$ cat config.mk
export PLATFORM = sky130hd
export DESIGN_NAME = pdf_cell
export DESIGN_NICKNAME = d
export VERILOG_FILES = /design/src/pdf_pkg.sv /design/src/pdf_cell.sv
export SDC_FILE = /design/constraint.sdc
export NUM_CORES = 1
export LEC_CHECK = 0
export BUFFER_PORTS_ARGS = -buffer_cell sky130_fd_sc_hd__buf_2
export CAP_MARGIN = 10
export CORE_MARGIN = 2
export CORE_UTILIZATION = 30
export CTS_BUF_LIST = sky130_fd_sc_hd__clkbuf_16
export DETAILED_ROUTE_END_ITERATION = 8
export GPL_TIMING_DRIVEN = 0
export PLACE_DENSITY_LB_ADDON = 0.1
export SETUP_SLACK_MARGIN = 0.3
export SLEW_MARGIN = 10
export SYNTH_ARGS = -nofsm -noshare
export SYNTH_HDL_FRONTEND = slang
export SYNTH_SLANG_ARGS = --single-unit
$ cat constraint.sdc
create_clock -name clk -period 5 [get_ports clk]
set_input_delay 0.5 -clock clk [delete_from_list [all_inputs] [get_ports clk]]
set_output_delay 0.5 -clock clk [all_outputs]
set_load 0.01 [all_outputs]
$ cat src/pdf_pkg.sv
`default_nettype none

package pdf_pkg;

    // Row geometry and store size
    localparam int NODES     = 16;
    localparam int MAX_PATHS = 64;
    localparam int ID_W      = 5;
    localparam int END_W     = 4;
    localparam int IDX_W     = $clog2(NODES);

    // Pattern of an unused row position (-1)
    localparam logic [ID_W-1:0] UNUSED_ID = '1;

    typedef logic signed [ID_W-1:0]       node_t;
    typedef logic [NODES-1:0][ID_W-1:0]   row_t;

    typedef struct packed {
        node_t in_node;
        logic  row_end;
        logic  new_set;
    } in_item_t;

    typedef struct packed {
        node_t out_node;
        logic  row_last;
        logic  overflow;
    } out_item_t;

    // Broadcast from the row controller to every store cell
    typedef struct packed {
        logic             accept;
        logic             first;
        logic             fresh;
        logic             row_done;
        logic [IDX_W-1:0] idx;
        logic [ID_W-1:0]  val;
        logic             push;
    } cell_ctl_t;

endpackage

`default_nettype wire

$ cat src/pdf_cell.sv
`default_nettype none

module pdf_cell (
    input  logic              clk,
    input  logic              rst_n,
    input  pdf_pkg::cell_ctl_t ctl,
    input  pdf_pkg::row_t     row_in,
    input  logic              valid_in,
    output pdf_pkg::row_t     row_out,
    output logic              valid_out,
    output logic              match
);
    import pdf_pkg::*;

    row_t row_reg;
    logic valid_reg;
    logic match_reg;
    logic match_next;
    logic base;
    logic elem_eq;
    logic pad_ok;

    // Compare the incoming element and, at row end, the padded tail
    always_comb
    begin
        pad_ok = 1'b1;
        for (int p = 0; p < NODES; p++)
        begin
            if (p > int'(ctl.idx) && row_reg[p] != UNUSED_ID)
                pad_ok = 1'b0;
        end
        elem_eq    = (row_reg[ctl.idx] == ctl.val);
        base       = ctl.first ? (valid_reg && !ctl.fresh) : match_reg;
        match_next = base && elem_eq && (!ctl.row_done || pad_ok);
    end

    // Hold valid and match flags; clear on a new set, shift on push
    always_ff @(posedge clk or negedge rst_n)
    begin
        if (!rst_n)
        begin
            valid_reg <= 1'b0;
            match_reg <= 1'b0;
        end
        else
        begin
            if (ctl.accept && ctl.first && ctl.fresh)
                valid_reg <= 1'b0;
            else if (ctl.push)
                valid_reg <= valid_in;
            if (ctl.accept)
                match_reg <= match_next;
        end
    end

    // Take the neighbor's row on push
    always_ff @(posedge clk)
    begin
        if (ctl.push)
            row_reg <= row_in;
    end

    assign row_out   = row_reg;
    assign valid_out = valid_reg;
    assign match     = match_reg;

endmodule

`default_nettype wire

; ---- After elaboration in Yosys (flattened, before gate mapping)
; Cells that the tools add are included.
; W data, S select, Z words.
[word_totals]
reg_bits = 82
word_cells = 94
[op_classes]
order_cmp = 16
n_eq_ne = 16
muxes = 20
n_reduce_logical = 24
[ops]
columns = op, count
row1 = $ne A5 B5 Y1 const B, 15
row2 = $gt A4 B4 Y1 const A, 8
row3 = $bmux W5 S4, 1
row4 = $logic_and A1 B1 Y1, 20
row5 = $mux W1, 18
row6 = $gt A3 B4 Y1 const A, 4
row7 = $gt A2 B4 Y1 const A, 2
row8 = $eq A5 B5 Y1, 1
row9 = $lt A4 B5 Y1 const B, 1
row10 = $mux W5, 1
row11 = $gt A1 B4 Y1 const A, 1
row12 = $logic_not A1 Y1, 2
row13 = $reduce_bool A2 Y1, 1
row14 = $logic_or A1 B1 Y1, 1

; ---- Depth between registers and ports, before layout
; Gate-level depths: netlist (run 1).
[depth]
depth_word = 19
mapped_depth = 9
depth_no_buf = 7

; ---- Worst setup path before layout (run 1)
; Ideal clock, no wire load.
[synth_timing]
path_type = in2reg
from = input ctl[7] in the netlist's numbering
to = register match_reg (netlist: match)
setup_time_ns = 0.080
arrival_ns = 1.839
path_slack_ns = 3.081
cell_stages = 8
path_buffers = 2
cell_sequence = buf_6 > buf_12 > mux4_2 > a22oi_2 > nand3_2 > xnor2_1 > nand4_1 > o22ai_2
[synth_via]
elab_chain_cells = 19
[synth_rtl]
columns = element, line_no
row1 = "start, declared", pdf_cell.sv:6  ; input pdf_pkg::cell_ctl_t ctl,
row2 = $gt A1 B4 Y1, pdf_cell.sv:29  ; if (p > int'(ctl.idx) && row_reg[p] != UNUSED_ID)
row3 = $logic_and A1 B1 Y1, pdf_cell.sv:29
row4 = $mux W1 (15 in series), pdf_cell.sv:29
row5 = $logic_or A1 B1 Y1, pdf_cell.sv:34  ; match_next = base && elem_eq && (!ctl.row_done || pad_ok);
row6 = $logic_and A1 B1 Y1 (*), pdf_cell.sv:34
row7 = "end signal, assigned", pdf_cell.sv:52  ; match_reg <= match_next;
row8 = "end, declared", pdf_cell.sv:17  ; logic match_reg;
; Every way passes the cells marked *; elsewhere a longest branch is shown, timed or not. The select of a mux whose other input is x is not followed.
; A chain may end at the register's enable or synchronous reset.

; ---- Worst setup path in the final report (run 1)
[layout_timing]
from = register row_reg, in the netlist row_out[36]
to = register match_reg (netlist: match)
[layout_via]
elab_chain_cells = 13
[layout_rtl]
columns = element, line_no
row1 = "start, declared", pdf_cell.sv:15  ; row_t row_reg;
row2 = "start signal, assigned", pdf_cell.sv:60  ; row_reg <= row_in;
row3 = $ne A5 B5 Y1, pdf_cell.sv:29
row4 = $logic_and A1 B1 Y1, pdf_cell.sv:29
row5 = $mux W1 (9 in series), pdf_cell.sv:29
row6 = $logic_or A1 B1 Y1, pdf_cell.sv:34
row7 = $logic_and A1 B1 Y1 (*), pdf_cell.sv:34
; Marked as above.

==> out/metrics.yaml, run 1 <==
outcome: "finished clean"
ys_seq_elements: 82
cts_sinks: 82
synth_edf_count: 80
cpMostUsedCell: "nand4_1"
rsz0062_at_grt: "no"
io_pins: 179
grt-ovfl-total: 0
grt_usage_pct: 17.8
ant_nets: 0
timing.final.hold_violations: 0
cp_top_family: "compound AO/OA/AOI/OAI gates"
hp-start: "row_in[56]"
numCtsBuffers: 9
fill_cells: 1134
crit_fanout: 4
cp-startpoint: "row_out[36]$_DFFE_PP_"
via_count: 2650
grt_pass1_wl_mm: 16.6
worst_slew_pin_slew_ns: 0.486
drt_wl_total_mm: 11.1
clkTransAtPathRegs_ns: 0.06
r2r_start: "row_out[36]$_DFFE_PP_"
p_leak_nw: 2.07
setup_viol: 0
syn_area_per_cell_sq_um: 17.9
dp.final_hpwl_mm: 8.67
largest_reg_flops: 80
synth_flop_cell: "edfxtp_1"
synth_warnings: 0
layout-drive-gt1-share_pct: 53.8
dr.pass1.iters: 4
grt_pass1_vias: 2782
slew_viol_final: 0
first_iter_violations: 183
reg2reg_setup_slack_ns: 2.86
worstPathBufferInverterCount: 0
synthCells: 201
fin_tns_setup_ns: 0
timing.hold.ws_ns: 0.323
grt_max_degree: 48
netlist_top_cells_count: "edfxtp_1 (80), nand3_1 (11), mux4_1 (10), mux4_2 (10), nand2_1 (8)"
vdd_drop_max_mv: 0.220
htree_num_levels: 3
die_area_sq_mm: 0.0129
dieHeight_microns: 114
clk_path_buf_depth: 2
cap_violations: 0
cts-resized-gates: 0
path_cells: "and4_1 > a41oi_1 > a2111oi_0 > nand4_1 > o31ai_1 > nand4_1 > o22ai_2"
via_per_inst: 4.92
min_path_type: "primary input to register"
yosysUniqueCellTypes: 40
synth_top_area_cell: "edfxtp_1"
max_stage_delay_ns: 0.45
cpMaxStageDelayCell: "a2111oi_0"
endpoint_kind: "register"
setup.worst_path.class: "register to register"
coreArea_sq_mm: 0.0119
crit_arrival_ns: 2.40
clockRootBuffer: "clkbuf_16"
clock_latency_ns: 0.35
synth_most_common_cell: "edfxtp_1"
relSlewSlack_pct: 67.6
post_drt_wl_per_cell_microns: 20.6
yosys-top-cells-area: "edfxtp_1 (67%), mux4_1 (7.3%), mux4_2 (6.3%)"
start_util_pct: 30.4
post_cts_buffers: 0
antenna_found_initial: 0
synthArstFlopShare_pct: 2.44
period_needed_ns: 2.14
synth_area_sq_mm: 0.00360
rows: 40
syn2layout_area_growth_pct: 38.3
port_buffers: 174
p_per_area_mw_per_mm2: 348
synth_nets: 298
cp.required_ns: 5.26
final.setup_skew_ns: 0.0101
synth-seq-area-share_pct: 68.1
cts_tree: "done"
fmax_mhz: 467
start_kind: "register"
synth_top_area_share_pct: 66.7
gp_congestion: 0.827
die_x_microns: 114
fin_nets: 485
drc: 0
n_antenna_cell: 0
fin_crit_sh_pct: 42.8
-- cell families after synthesis --
family / synth area share (%)
multiplexers: 14.1
flip-flops: 68.1
AND/OR/NAND/NOR: 8.68
AO/OA/AOI/OAI: 5.56
buffers and inverters: 2.36
XOR/XNOR: 1.22
-- through the flow --
step	power, W	instance area, sq um	utilization [%]	worst slack [ns]	cells
floorplan	0.000970	3600	-	3.08	201
detailed placement	0.00112	4690	39.5	2.74	523
CTS	0.00176	4980	42.0	2.86	539
global placement	0.00111	4660	39.3	2.66	522
finish	0.00173	4980	42.0	2.86	539
global route	0.00182	4980	42.0	2.70	539
-- cell type report --
| cell class | count | area (sq um) | share of cell area, % |
|---|---|---|---|
| inverters | 1 | 3.75 | 0.0753 |
| clock buffers | 9 | 225 | 4.52 |
| plain buffers | 10 | 81.3 | 1.63 |
| repair buffers | 176 | 911 | 18.3 |
| clock inverters | 6 | 60.1 | 1.21 |
| well taps | 147 | 184 | 3.69 |
| flip-flops and latches | 82 | 2450 | 49.2 |
| multi-input cells | 108 | 1060 | 21.4 |
-- metal layers --
| metal | up-vias | routed length, microns | GRT usage, % |
|---|---|---|---|
| met1 | 1290 | 4880 | 24.3 |
| met3 | 9 | 932 | 6.64 |
| li1 | 1226 | - | - |
| met5 | - | 0 | 0 |
| met4 | 0 | 110 | 4.80 |
| met2 | 125 | 5200 | 26.9 |
-- final timing paths --
check | cells past startpoint | endpoint
max reg2reg | 7 | match$_DFFE_PN0P_
min reg2reg | 2 | match$_DFFE_PN0P_
max | 7 | match$_DFFE_PN0P_
max in group asynchronous | 2 | match$_DFFE_PN0P_
min | 1 | row_out[56]$_DFFE_PP_
min in group asynchronous | 2 | valid_out$_DFFE_PN0P_
-- layout by cell type, fill, tap and decap left out, types with 2 or more instances in the layout --
cell type,instances
a211o_1,2
a21oi_1,2
a31oi_1,3
a32oi_1,2
a41o_1,2
a41oi_1,2
and3_1,5
and4_1,6
buf_2,177
buf_4,3
buf_6,2
clkbuf_16,9
clkinv_4,2
dfrtp_1,2
edfxtp_1,80
inv_1,2
mux2i_1,2
mux4_1,10
mux4_2,10
nand2_1,8
nand2b_1,2
nand3_1,11
nand4_1,4
nor2_1,7
nor2b_1,5
nor3_1,5
o22ai_1,3
o31ai_1,2
xnor2_1,3
xor2_1,2
-- where the power goes --
| group | leakage [nW] | total [W] | internal [W] | switching (W) |
|---|---|---|---|---|
| Clock | 0.144 | 0.000636 | 0.000381 | 0.000255 |
| Sequential | 0.809 | 0.000865 | 0.000818 | 0.0000467 |
| Combinational | 1.12 | 0.000234 | 0.000117 | 0.000117 |
-- repair_timing --
action	4_1_cts	5_1_grt
hold buffers	1	0
endpoints found under the setup margin	0	0
endpoints found under the hold margin	2	0
No activity file was read; power rests on OpenSTA's default activity.
==> run 2, diff against run 1 <==
==> constraint.sdc (replaced) <==
create_clock -name clk -period 2 [get_ports clk]
set_input_delay 0.2 -clock clk [delete_from_list [all_inputs] [get_ports clk]]
set_output_delay 0.2 -clock clk [all_outputs]
set_load 0.01 [all_outputs]
==> out/metrics.yaml, run 2 (synthesized netlist as in run 1, its figures left out) <==
seqCellArea_sq_mm: 0.00245  # unchanged
coreArea_sq_mm: 0.0119  # unchanged
io_pins: 179  # unchanged
placed_area_sq_mm: 0.00469  # unchanged
grt_pass1_wl_mm: 16.3  # was 16.6 mm
path_cells: "and3_4 > nand3_4 > a211o_1 > a211o_1 > o31ai_1 > nand4_1 > o22ai_2"  # was and4_1 > a41oi_1 > a2111oi_0 > nand4_1 > o31ai_1 > nand4_1 > o22ai_2
fill_cells: 1091  # was 1,134
rsz0062_at_grt: "yes"  # was no
first_iter_violations: 111  # was 183
numCtsBuffers: 9  # unchanged
multi_input_comb_area_sq_mm: 0.00115  # was 0.00106 sq mm
rows: 40  # unchanged
min_path_type: "primary input to register"  # unchanged
clockRootBuffer: "clkbuf_16"  # unchanged
p_leak_nw: 2.16  # was 2.07 nW
dieHeight_microns: 114  # unchanged
fmax_mhz: 554  # was 467 MHz
layout-drive-gt1-share_pct: 60.1  # was 53.8%
drt_wl_total_mm: 11.2  # was 11.1 mm
crit_arrival_ns: 2.07  # was 2.40 ns
setup_viol: 0  # unchanged
post_drt_wl_per_cell_microns: 20.2  # was 20.6 microns
drt-met1-wl_mm: 4.86  # was 4.88 mm
dr.pass1.iters: 4  # unchanged
via_per_inst: 4.88  # was 4.92
vdd_drop_max_mv: 0.524  # was 0.220 mV
setup.worst_path.class: "register to register"  # unchanged
final.setup_skew_ns: 0.00723  # was 0.0101 ns
max_stage_delay_ns: 0.37  # was 0.45 ns
start_kind: "register"  # unchanged
grt_max_degree: 50  # was 48
fin_nets: 501  # was 485
slew_viol_final: 0  # unchanged
cpMostUsedCell: "a211o_1"  # was nand4_1
cpMaxStageDelayCell: "edfxtp_1"  # was a2111oi_0
worst_slew_pin_slew_ns: 0.494  # was 0.486 ns
die_area_sq_mm: 0.0129  # unchanged
period_needed_ns: 1.81  # was 2.14 ns
highest_layer: "met4"  # unchanged
relSlewSlack_pct: 67.1  # was 67.6%
timing.final.hold_violations: 0  # unchanged
final_common_cell: "buf_2"  # unchanged
timing.hold.ws_ns: 0.0278  # was 0.323 ns
grt_usage_pct: 17.6  # was 17.8%
clock_latency_ns: 0.34  # was 0.35 ns
cap_violations: 0  # unchanged
grt-ovfl-total: 0  # unchanged
crit_fanout: 2  # was 4
endpoint_kind: "register"  # unchanged
cts_sinks: 82  # unchanged
syn2layout_area_growth_pct: 44.9  # was 38.3%
port_buffers: 174  # unchanged
clk_path_buf_depth: 2  # unchanged
drc: 0  # unchanged
via_count: 2714  # was 2,650
gp_congestion: 0.834  # was 0.827
fin_crit_sh_pct: 90.3  # was 42.8%
dp.final_hpwl_mm: 8.54  # was 8.67 mm
grt_pass1_vias: 2800  # was 2,782
fin_area_sq_mm: 0.00522  # was 0.00498 sq mm
largest_reg_flops: 80  # unchanged
layout.cells.most_common_list: "buf_2 (177), edfxtp_1 (80), buf_4 (18), mux4_2 (13), clkbuf_16 (9)"  # was buf_2 (177), edfxtp_1 (80), nand3_1 (11), mux4_2 (10), mux4_1 (10)
cts_tree: "done"  # unchanged
htree_num_levels: 3  # unchanged
die_x_microns: 114  # unchanged
route.met2.wl_mm: 5.28  # was 5.20 mm
clkTransAtPathRegs_ns: 0.06  # about the same
outcome: "finished clean"  # unchanged
n_antenna_cell: 0  # unchanged
cp.required_ns: 2.26  # was 5.26 ns
met3_length_microns: 945  # was 932 microns
ant_nets: 0  # unchanged
p_per_area_mw_per_mm2: 870  # was 348 mW/mm^2
antenna_found_initial: 0  # unchanged
start_util_pct: 30.4  # unchanged
## run 2: worst paths after layout
path                                        from               endpoint  slack, ns  cells past startpoint
min                                    row_in[0]   row_out[0]$_DFFE_PP_       0.03                      1
min in group asynchronous                  rst_n      match$_DFFE_PN0P_       0.19                      2
max reg2reg                row_out[56]$_DFFE_PP_      match$_DFFE_PN0P_       0.19                      7
max in group asynchronous                  rst_n  valid_out$_DFFE_PN0P_       1.72                      2
min reg2reg                    match$_DFFE_PN0P_      match$_DFFE_PN0P_       0.57                      2
max                        row_out[56]$_DFFE_PP_      match$_DFFE_PN0P_       0.19                      7
## run 2: worst max-delay path, delay by kind of cell, from the launching register on
family / cells / cell delay [ns]
simple gates: 3 / 0.45
flops: 1 / 0.37
compound gates: 4 / 0.91
## run 2: what timing repair did
action | 4_1_cts | 5_1_grt
pin swaps | 13 | 4
endpoints found under the hold margin | 2 | 0
hold buffers | 1 | 0
endpoints found under the setup margin | 1 | 1
gates resized for setup | 20 | 4
setup buffers | 10 | 6
## run 2: power breakdown
group	leakage (nW)	internal, W	total, W	switching (W)
clock	0.159	0.00108	0.00173	0.000652
sequential	0.809	0.00205	0.00216	0.000118
combinational	1.19	0.000332	0.000642	0.000310
## run 2: per-layer routing
metal	vias to the layer above	track usage, %
met4	0	4.15
met1	1325	23.1
li1	1255	-
met5	-	0
met3	9	7.39
met2	125	27.4
## run 2: layout make-up
class / count / share of cell area (%)
buffer: 10 / 1.56
clock buffer: 9 / 4.31
clock inverter: 7 / 1.68
inverter: 1 / 0.0719
multi-input combinational: 108 / 22.1
sequential: 82 / 47.0
tap: 147 / 3.52
timing repair buffer: 192 / 19.8
## run 2: metrics by stage
stage | TNS [ns] | std cells | worst slack, ns | total power, W | util (%)
after global routing | 0 | 556 | 0.0752 | 0.00473 | 44.0
after CTS | 0 | 550 | 0.169 | 0.00457 | 43.4
after floorplan | 0 | 201 | 0.307 | 0.00243 | -
after detailed placement | -0.0192 | 523 | -0.0192 | 0.00279 | 39.5
after global placement | -0.0850 | 522 | -0.0450 | 0.00278 | 39.3
final | 0 | 556 | 0.194 | 0.00454 | 44.0
==> run 3, diff against run 2 <==
--- a/config.mk
+++ b/config.mk
@@ -9,7 +9,6 @@
 export CAP_MARGIN = 10
 export CORE_MARGIN = 2
 export CORE_UTILIZATION = 30
-export CTS_BUF_LIST = sky130_fd_sc_hd__clkbuf_16
 export DETAILED_ROUTE_END_ITERATION = 8
 export GPL_TIMING_DRIVEN = 0
 export PLACE_DENSITY_LB_ADDON = 0.1
==> out/metrics.yaml, run 3 (synthesized netlist as in run 1, its figures left out) <==
fill_cells: 1091  # unchanged
max_stage_delay_ns: 0.37  # about the same
min_to: "row_out[0]$_DFFE_PP_"  # unchanged
clockRootBuffer: "clkbuf_16"  # unchanged
layout_setup_ws_ns: 0.187  # was 0.194 ns
endpoint_kind: "register"  # unchanged
ant_nets: 0  # unchanged
post-route-util_pct: 44.0  # unchanged
cap_violations: 0  # unchanged
rsz0062_at_grt: "yes"  # unchanged
clkTransAtPathRegs_ns: 0.06  # about the same
fin_nets: 501  # unchanged
cts_sinks: 82  # unchanged
outcome: "finished clean"  # unchanged
clock_latency_ns: 0.34  # about the same
n_antenna_cell: 0  # unchanged
clk_path_buf_depth: 2  # unchanged
largest_reg_flops: 80  # unchanged
cpMostUsedCell: "a211o_1"  # unchanged
grt_max_degree: 50  # unchanged
dieHeight_microns: 114  # unchanged
fin_tns_setup_ns: 0  # unchanged
vdd_drop_max_mv: 0.519  # was 0.524 mV
layout-drive-gt1-share_pct: 60.1  # unchanged
path_cells: "and3_4 > nand3_4 > a211o_1 > a211o_1 > o31ai_1 > nand4_1 > o22ai_2"  # unchanged
r2r_start: "row_out[56]$_DFFE_PP_"  # unchanged
slew_viol_final: 0  # unchanged
final.setup_skew_ns: 0.00654  # was 0.00723 ns
crit_fanout: 2  # unchanged
fin_crit_sh_pct: 90.7  # was 90.3%
via_per_inst: 4.91  # was 4.88
htree_num_levels: 3  # unchanged
grt_pass1_vias: 2801  # was 2,800
fmax_mhz: 552  # was 554 MHz
numCtsBuffers: 9  # unchanged
dp.final_hpwl_mm: 8.54  # unchanged
cpMaxStageDelayCell: "edfxtp_1"  # unchanged
setup.worst_path.class: "register to register"  # unchanged
gp_congestion: 0.834  # unchanged
worst_slew_pin_slew_ns: 0.502  # was 0.494 ns
syn2layout_area_growth_pct: 44.9  # unchanged
coreArea_sq_mm: 0.0119  # unchanged
via_count: 2730  # was 2,714
reg2reg_depth: 7  # unchanged
relSlewSlack_pct: 66.6  # was 67.1%
timing.hold.ws_ns: 0.0281  # was 0.0278 ns
final_common_cell: "buf_2"  # unchanged
timing.final.hold_violations: 0  # unchanged
grt-ovfl-total: 0  # unchanged
min_path_cells: 1  # unchanged
start_kind: "register"  # unchanged
r2r_end: "match$_DFFE_PN0P_"  # unchanged
seqCellArea_sq_mm: 0.00245  # unchanged
port_buffers: 174  # unchanged
hp-start: "row_in[0]"  # unchanged
die_x_microns: 114  # unchanged
cp.required_ns: 2.26  # about the same
antenna_found_initial: 0  # unchanged
multi_input_comb_area_sq_mm: 0.00115  # unchanged
worst-path-stages: 7  # unchanged
die_area_sq_mm: 0.0129  # unchanged
worstPathBufferInverterCount: 0  # unchanged
io_pins: 179  # unchanged
start_util_pct: 30.4  # unchanged
drc: 0  # unchanged
post_drt_wl_per_cell_microns: 20.2  # about the same
first_iter_violations: 107  # was 111
drt_wl_total_mm: 11.2  # about the same
period_needed_ns: 1.81  # about the same
cp_top_family: "compound AO/OA/AOI/OAI gates"  # unchanged
grt_usage_pct: 17.6  # about the same
grt_pass1_wl_mm: 16.3  # about the same
cts_tree: "done"  # unchanged
pre_cts_slack_ns: -0.0192  # unchanged
min_path_type: "primary input to register"  # unchanged
p_per_area_mw_per_mm2: 872  # was 870 mW/mm^2
rows: 40  # unchanged
crit_arrival_ns: 2.08  # was 2.07 ns
setup_viol: 0  # unchanged
reg2reg_setup_slack_ns: 0.19  # about the same
dr.pass1.iters: 4  # unchanged
layout.cells.most_common_list: "buf_2 (177), edfxtp_1 (80), buf_4 (18), mux4_2 (13), clkbuf_16 (9)"  # unchanged
p_leak_nw: 2.15  # was 2.16 nW
[run 3: worst max path at each step]
stage / endpoint / startpoint / slack, ns
after CTS: match$_DFFE_PN0P_ / row_out[56]$_DFFE_PP_ / 0.17
after global placement: valid_out$_DFFE_PN0P_ / ctl[0] / -0.04
after global routing: match$_DFFE_PN0P_ / row_out[13]$_DFFE_PP_ / 0.08
after detailed placement: match$_DFFE_PN0P_ / row_out[36]$_DFFE_PP_ / -0.02
final: match$_DFFE_PN0P_ / row_out[56]$_DFFE_PP_ / 0.19
after floorplan: match$_DFFE_PN0P_ / row_out[73]$_DFFE_PP_ / 0.31
[run 3: per-stage QoR]
step           power, W  std cells  area, sq um
6_report        0.00455        556         5220
5_1_grt         0.00474        556         5220
4_1_cts         0.00458        550         5150
3_5_place_dp    0.00279        523         4690
3_3_place_gp    0.00278        522         4660
2_1_floorplan   0.00243        201         3600
[run 3: report_power, final]
part | internal (W) | leakage, nW | switching, W
sequential | 0.00205 | 0.809 | 0.000118
clock | 0.00110 | 0.147 | 0.000650
combinational | 0.000332 | 1.19 | 0.000311
[run 3: per-layer routing]
metal  global-route usage [%]  routed length, microns  up-vias
met4                     4.15                     137        0
met1                     23.0                    4820     1328
met5                        0                       0        -
met3                     7.39                    1000        9
met2                     27.4                    5260      138
li1                         -                       -     1255
[run 3: what timing repair did]
item / 4_1_cts / 5_1_grt
hold buffers: 1 / 0
hold endpoints to repair: 2 / 0
resized for setup: 20 / 4
buffers inserted: 10 / 6
endpoints found under the setup margin: 1 / 1
pin swaps: 13 / 4
[run 3: area by class of cell]
cell class | instances | area share (%)
multi-input cells | 108 | 22.1
clock inverters | 4 | 1.46
clock buffers | 12 | 4.53
inverters | 1 | 0.0719
well taps | 147 | 3.52
repair buffers | 192 | 19.8
flip-flops and latches | 82 | 47.0
plain buffers | 10 | 1.56
